[src/rtl/core/bounded_sorted_insert_list_assert.svh]
// Assertion macros used by the sorted insert list top module.
`ifndef BOUNDED_SORTED_INSERT_LIST_ASSERT_SVH
`define BOUNDED_SORTED_INSERT_LIST_ASSERT_SVH

// A condition that must hold at every clock edge outside reset.
`define BSIL_ASSERT_ALWAYS(label, cond, msg) \
  label: assert property (@(posedge clk) disable iff (rst) (cond)) else $error(msg);

// A trigger in one cycle implies a result in the next cycle.
`define BSIL_ASSERT_NEXT(label, trig, cons, msg) \
  label: assert property (@(posedge clk) disable iff (rst) (trig) |=> (cons)) \
    else $error(msg);

`endif

[src/rtl/core/bsil_pkg.sv]
// Types and constants of the bounded sorted insert list.
package bsil_pkg;

  localparam int COUNT_W = 7;
  localparam int INDEX_W = 6;
  localparam int CMD_W   = 2;

  // Command codes carried in the input tuser.
  localparam logic [CMD_W-1:0] CMD_INSERT = 2'd0;
  localparam logic [CMD_W-1:0] CMD_CLEAR  = 2'd1;
  localparam logic [CMD_W-1:0] CMD_READ   = 2'd2;

  // One stored observation record.
  typedef struct packed {
    logic        [15:0] similarity;
    logic signed [31:0] z;
    logic signed [31:0] y;
    logic signed [31:0] x;
    logic        [9:0]  camera;
    logic        [31:0] key;
  } rec_t;

  // Broadcast control from the top level to every cell.
  typedef struct packed {
    logic               insert;
    logic [COUNT_W-1:0] count;
  } cell_ctl_t;

  // Status that a cell reports and hands to its neighbor.
  typedef struct packed {
    logic le;   // slot is occupied and its key is not above the new key
    logic hit;  // new record lands in this slot
  } cell_stat_t;

endpackage

[src/rtl/core/bounded_sorted_insert_list.sv]
// An accepted input transaction goes straight into the output register, and every cell
// compares and shifts in that same cycle; one transaction per cycle unless m_tready stalls.
// A read selects one cell through an OR tree over CAPACITY cells.
// Reset (rst, synchronous) clears the fill count and the output valid flag.
// Record storage has no reset; only slots below the fill count are ever read.
module bounded_sorted_insert_list
  import bsil_pkg::*;
#(
  parameter int CAPACITY = 10
) (
  input  logic         clk,
  input  logic         rst,
  input  logic         s_tvalid,
  output logic         s_tready,
  // pix_size_key[31:0], camera_id[41:32], point_x[73:42], point_y[105:74],
  // point_z[137:106], similarity[153:138], read_index[159:154]
  input  logic [159:0] s_tdata,
  // cmd[1:0]
  input  logic [1:0]   s_tuser,
  output logic         m_tvalid,
  input  logic         m_tready,
  // out_key[31:0], out_camera[41:32], out_x[73:42], out_y[105:74], out_z[137:106],
  // out_similarity[153:138], entry_count[160:154], insert_position[167:161]
  output logic [167:0] m_tdata,
  // accepted[0], read_valid[1]
  output logic [1:0]   m_tuser
);

  `include "bounded_sorted_insert_list_assert.svh"

  localparam logic [COUNT_W-1:0] CAP = COUNT_W'(CAPACITY);

  logic               in_fire;
  logic [CMD_W-1:0]   cmd;
  logic [INDEX_W-1:0] read_index;
  rec_t               new_rec;
  cell_ctl_t          ctl;
  logic [COUNT_W-1:0] count;
  logic [COUNT_W-1:0] count_next;
  rec_t               cell_rec  [CAPACITY];
  cell_stat_t         cell_stat [CAPACITY];
  logic [CAPACITY-1:0] hit_vec;
  logic               any_hit;
  logic [COUNT_W-1:0] pos;
  logic               rd_valid;
  rec_t               rd_rec;
  logic               is_insert;
  logic               is_read;

  // Unpack the input transaction.
  assign cmd                = s_tuser;
  assign new_rec.key        = s_tdata[31:0];
  assign new_rec.camera     = s_tdata[41:32];
  assign new_rec.x          = s_tdata[73:42];
  assign new_rec.y          = s_tdata[105:74];
  assign new_rec.z          = s_tdata[137:106];
  assign new_rec.similarity = s_tdata[153:138];
  assign read_index         = s_tdata[159:154];

  // A new transaction is taken whenever the output register is free or drains.
  assign s_tready  = !m_tvalid || m_tready;
  assign in_fire   = s_tvalid && s_tready;
  assign is_insert = cmd == CMD_INSERT;
  assign is_read   = cmd == CMD_READ;

  assign ctl.insert = in_fire && is_insert;
  assign ctl.count  = count;

  // Chain of cells, each fed by its left neighbor.
  for (genvar i = 0; i < CAPACITY; i++) begin : g_cell
    if (i == 0) begin : g_head
      bsil_cell #(.INDEX(i)) u_cell (
        .clk      (clk),
        .ctl      (ctl),
        .new_rec  (new_rec),
        .prev_rec (new_rec),
        .prev_le  (1'b1),
        .rec      (cell_rec[i]),
        .stat     (cell_stat[i])
      );
    end else begin : g_body
      bsil_cell #(.INDEX(i)) u_cell (
        .clk      (clk),
        .ctl      (ctl),
        .new_rec  (new_rec),
        .prev_rec (cell_rec[i-1]),
        .prev_le  (cell_stat[i-1].le),
        .rec      (cell_rec[i]),
        .stat     (cell_stat[i])
      );
    end
    assign hit_vec[i] = cell_stat[i].hit;
  end

  assign any_hit  = |hit_vec;
  assign rd_valid = {1'b0, read_index} < count;

  // Encode the landing slot and select the read record.
  always_comb begin
    pos    = '0;
    rd_rec = '0;
    for (int i = 0; i < CAPACITY; i++) begin
      if (hit_vec[i]) begin
        pos = pos | COUNT_W'(i);
      end
      if ({1'b0, read_index} == COUNT_W'(i)) begin
        rd_rec = rd_rec | cell_rec[i];
      end
    end
    if (!any_hit) begin
      pos = CAP;
    end
  end

  // Fill count update.
  always_comb begin
    count_next = count;
    if (in_fire) begin
      if (is_insert && any_hit && count < CAP) begin
        count_next = count + COUNT_W'(1);
      end else if (cmd == CMD_CLEAR) begin
        count_next = '0;
      end
    end
  end

  always_ff @(posedge clk) begin
    if (rst) begin
      count <= '0;
    end else begin
      count <= count_next;
    end
  end

  // Output register.
  always_ff @(posedge clk) begin
    if (rst) begin
      m_tvalid <= 1'b0;
    end else if (s_tready) begin
      m_tvalid <= s_tvalid;
    end
  end

  always_ff @(posedge clk) begin
    if (in_fire) begin
      m_tdata[153:0]   <= (is_read && rd_valid) ?
                          {rd_rec.similarity, rd_rec.z, rd_rec.y, rd_rec.x,
                           rd_rec.camera, rd_rec.key} : 154'd0;
      m_tdata[160:154] <= count_next;
      m_tdata[167:161] <= is_insert ? pos : CAP;
      m_tuser[0]       <= is_insert && any_hit;
      m_tuser[1]       <= is_read && rd_valid;
    end
  end

  `BSIL_ASSERT_ALWAYS(a_count_bound, count <= CAP, "fill count above capacity")
  `BSIL_ASSERT_ALWAYS(a_hit_onehot, $onehot0(hit_vec), "more than one landing slot")
  `BSIL_ASSERT_NEXT(a_count_grows, ctl.insert && any_hit && count < CAP,
                    count == $past(count) + COUNT_W'(1), "insert did not grow the list")
  `BSIL_ASSERT_NEXT(a_clear_empties, in_fire && cmd == CMD_CLEAR, count == '0,
                    "clear did not empty the list")

endmodule

[src/rtl/core/bsil_cell.sv]
// One slot of the sorted list: holds a record, compares and shifts.
module bsil_cell
  import bsil_pkg::*;
#(
  parameter int INDEX = 0
) (
  input  logic       clk,
  input  cell_ctl_t  ctl,
  input  rec_t       new_rec,
  input  rec_t       prev_rec,
  input  logic       prev_le,
  output rec_t       rec,
  output cell_stat_t stat
);

  logic occupied;

  // The slot is valid when its index is below the fill count.
  assign occupied = ctl.count > COUNT_W'(INDEX);
  assign stat.le  = occupied && (rec.key <= new_rec.key);
  assign stat.hit = prev_le && !stat.le;

  // On an insert the landing slot takes the new record and later slots shift.
  always_ff @(posedge clk) begin
    if (ctl.insert) begin
      if (stat.hit) begin
        rec <= new_rec;
      end else if (!prev_le) begin
        rec <= prev_rec;
      end
    end
  end

endmodule
[config.mk]
export PLATFORM = sky130hd
export DESIGN_NAME = bounded_sorted_insert_list
export DESIGN_NICKNAME = d
export VERILOG_FILES = /design/src/rtl/core/bsil_pkg.sv /design/src/rtl/core/bounded_sorted_insert_list.sv /design/src/rtl/core/bsil_cell.sv
export VERILOG_INCLUDE_DIRS = /design/src /design/src/rtl/core
export SDC_FILE = /design/constraint.sdc
export NUM_CORES = 2
export LEC_CHECK = 0
export BUFFER_PORTS_ARGS = -buffer_cell sky130_fd_sc_hd__buf_4
export CAP_MARGIN = 20
export CORE_UTILIZATION = 55
export CTS_BUF_LIST = sky130_fd_sc_hd__clkbuf_2
export DETAILED_ROUTE_END_ITERATION = 6
export GPL_ROUTABILITY_DRIVEN = 1
export GPL_TIMING_DRIVEN = 0
export MAX_ROUTING_LAYER = met4
export PLACE_DENSITY = 0.72
export SYNTH_ARGS = -nofsm -noshare
export SYNTH_HDL_FRONTEND = slang
export SYNTH_SLANG_ARGS = --single-unit
[constraint.sdc]
create_clock -name clk -period 27.9 [get_ports clk]
set_input_delay 5.58 -clock clk [delete_from_list [all_inputs] [get_ports clk]]
set_output_delay 5.58 -clock clk [all_outputs]
set_load 0.02 [all_outputs]
==> impl_results.md <==
- DR WL/cell: 31.3 um
- Clock latency on the worst-skew pair: 1.91 ns
- 1st-pass router iterations: 7
- Ys Warns: 0
- Critical path capture point type: primary output
- CTS-repair resized insts: 0
- Routed vias: 58,336
- Fin util: 62.9%
- Final Cell Area: 94,200 um^2
- CTS Sinks: 1,715
- HPWL Detailed: 186,000 um
- Total power: 5.01 mW
- Post-DRT Antenna Nets: 0
- Worst VDD drop: 38.8 uV
- Depth of the CTS H-tree: 5
- Hold WS: 0.459 ns
- Post-synthesis average cell area: 15.5 um^2
- Worst path slowest cell: buf_4
- Post-Syn Area: 82,900 um^2
- Most frequent CP cell: buf_4
- Worst Tran Pin Value: 1.26 ns
- Netlist cell types: 76
- Reg-to-reg critical path startpoint: g_cell[6].g_body.u_cell.rec[15]
- Die ar.: 152,000 um^2
- R2R cell count: 14
- FMAX: 86.3 MHz
- Hold wc startpoint: g_cell[7].g_body.u_cell.rec[129]
- Status: complete, but fails checks
- 1st-iter DRT viols: 8,945
- # nets final: 6,728
- Unrepaired setup endpoints after global routing: no
- Port bufs: 334
- Chip width: 390 um
- Cells after DPL: 7,799
- Ports: 338
- Gate Count Post-Synth: 5,344
- Hold crit path type: reg2reg
- Drt via density: 6.78
- Final Skew: 0.155 ns
- Finished Layout Cells: 8,607
- Worst Path Required: 22.32 ns
- DP Worst Slack: 16.31 ns
- Drt total wl: 269,000 um
- CTS Buffer Depth: 4
- Worst relative slew slack: 16.1%
- Worst Setup Slack, final: 16.31 ns
- Most frequent cells in the layout: edfxtp_1 (1,707), mux2_2 (1,257), clkbuf_2 (646)
- Fill cells: 11,493
- Core area: 150,000 um^2
- Crit-path max FO: 3
- Post-route DRC: 2
- Hold_buf cts: 0
- Pin count of the biggest net entering global routing: 100
- Initial antenna violation count: 39
- Crit path DAT: 6.01 ns
- Worst-path clk slew: 0.12 ns
- LEAKAGE: 32.7 nW
- Setup_tns: 0 ns
- Worst hold stages: 1
- Vias in the first global route: 57,401
- WP buf/inv: 2
- Commonest non-fill, non-tap cell in the layout: edfxtp_1
- Failing checks: design-rule violations
- Startpoint type of the worst setup path: input pin
- Cts bufs inserted: 445
- Synth Register Bits: 1,715
- RD Place Congestion: 0.997
- CP Class: in2out
- Placed Instance Area: 90,300 um^2
- Levels on crit path: 3
- Overflow after GRT: 0
- Area Growth Syn to Fin: 13.6%
- Starting Density: 55.3%
- MaxCap Viol Count: 0
- CP peak stage delay: 0.17 ns
- Cell Pwr Density: 53.2 nW/um^2
- Minimum clock period: 11.59 ns
- CP Cell Sequence: buf_4 > nand2b_1 > buf_4
- Synth Flop Type: edfxtp_1
- Share of post-route cells with drive strength above 1: 38.5%
- CTS tree: done
- Overall Global Routing Usage: 35.8%
- Sequential fraction of the synthesis area: 62.0%
- Total setup buffers inserted after CTS: 0
- Root Driver: clkbuf_2
- Die height: 390 um
- Post-synth EDFFs: 1,707
- Setup Viol. Count Final: 0
- Share of flip-flops with an asynchronous set or reset: 0%
- First-pass GRT wire length: 385,000 um
- Slew Limit Fails: 0
- Final hold vios: 0
- Period utilization: 41.5%
- Core Rows: 142
- Critical path's top delay family: buffers and inverters
- Worst Setup SP: m_tready
## cells in the mapped netlist (4+ instances only)
library cell / n / area share (%)
nor3_1: 18 / 0.11
a21oi_1: 129 / 0.78
or3_1: 6 / 0.045
nand3_1: 30 / 0.18
nand4_1: 70 / 0.53
clkbuf_1: 224 / 1.0
a221oi_1: 158 / 1.7
buf_1: 14 / 0.063
nor2_1: 32 / 0.14
ha_1: 329 / 5.0
nand2_1: 198 / 0.90
nor2b_1: 20 / 0.15
mux2_2: 1257 / 17
or4_1: 6 / 0.054
and3_1: 6 / 0.045
nand2b_1: 9 / 0.068
a31oi_1: 160 / 1.2
a22o_1: 155 / 1.6
o21ai_0: 161 / 0.97
a211oi_1: 8 / 0.072
a21boi_0: 4 / 0.036
a221o_1: 9 / 0.11
buf_2: 113 / 0.68
a222oi_1: 308 / 3.7
and4_1: 7 / 0.074
and2_1: 5 / 0.038
a2111oi_0: 4 / 0.042
edfxtp_1: 1707 / 62
a21o_1: 35 / 0.32
o211ai_1: 15 / 0.14
inv_1: 53 / 0.24
o21a_1: 6 / 0.054
o21ai_1: 5 / 0.030
dfxtp_1: 8 / 0.19
buf_4: 4 / 0.036
and2_0: 4 / 0.030
nor4_1: 12 / 0.091
## final cells by class
type / count / area, um^2 / share of cell area [%]
Clock inverter: 117 / 539 / 0.572
Timing Repair Buffer: 440 / 4740 / 5.03
Antenna cell: 49 / 123 / 0.130
Multi-Input combinational cell: 3223 / 30000 / 31.8
Sequential cell: 1715 / 51400 / 54.6
Tap cell: 2016 / 2520 / 2.68
Clock buffer: 639 / 3200 / 3.39
Buffer: 355 / 1500 / 1.59
Inverter: 53 / 206 / 0.219
## logic make-up (layout without fill, tap and decap cells)
kind of cell | count (synthesis) | count (layout) | synth area share (%)
flops | 1715 | 1715 | 62.0
mux | 1257 | 1257 | 17.1
compound gates | 1192 | 1192 | 11.2
simple gates | 442 | 442 | 2.68
buf+inv | 408 | 1604 | 2.04
fa+ha+maj | 329 | 329 | 4.97
other cells | 1 | 52 | 0.00452
## sequential cells by signal, summed over array words and instances (netlist names)
register                  cells
g_cell.g_head.u_cell.rec    154
m_tdata                     165
m_tuser                       2
m_tvalid                      1
g_cell.g_body.u_cell.rec   1386
count                         7
## routing by layer
metal / GRT usage (%) / vias up / share of wire, %
li1: - / 24510 / -
met5: - / - / 0
met4: 15.8 / 0 / 3.9
met2: 51.9 / 4029 / 45
met3: 10.4 / 605 / 13
met1: 46.9 / 29192 / 38
## worst reg2reg max path: cells and delay by family, from the launching register on
family,cells,cell delay [ns]
simple gates,5,2.23
buf+inv,5,2.01
compound gates,3,0.66
flops,1,0.44
fa+ha+maj,1,0.35
## where the power goes
part	leakage [nW]	total, mW	switching (mW)	internal, mW
combinational	14.0	0.368	0.226	0.142
clock	2.91	1.70	1.07	0.635
sequential	15.8	2.94	0.0392	2.90
## path summary, 6_finish.rpt
path              slack [ns]                               end
setup reg to reg       21.95    g_cell[7].g_body.u_cell.rec[4]
setup / recovery       16.31                          s_tready
hold reg to reg         0.46  g_cell[8].g_body.u_cell.rec[129]
hold / removal          0.46  g_cell[8].g_body.u_cell.rec[129]
No activity file was read; power rests on OpenSTA's default activity.
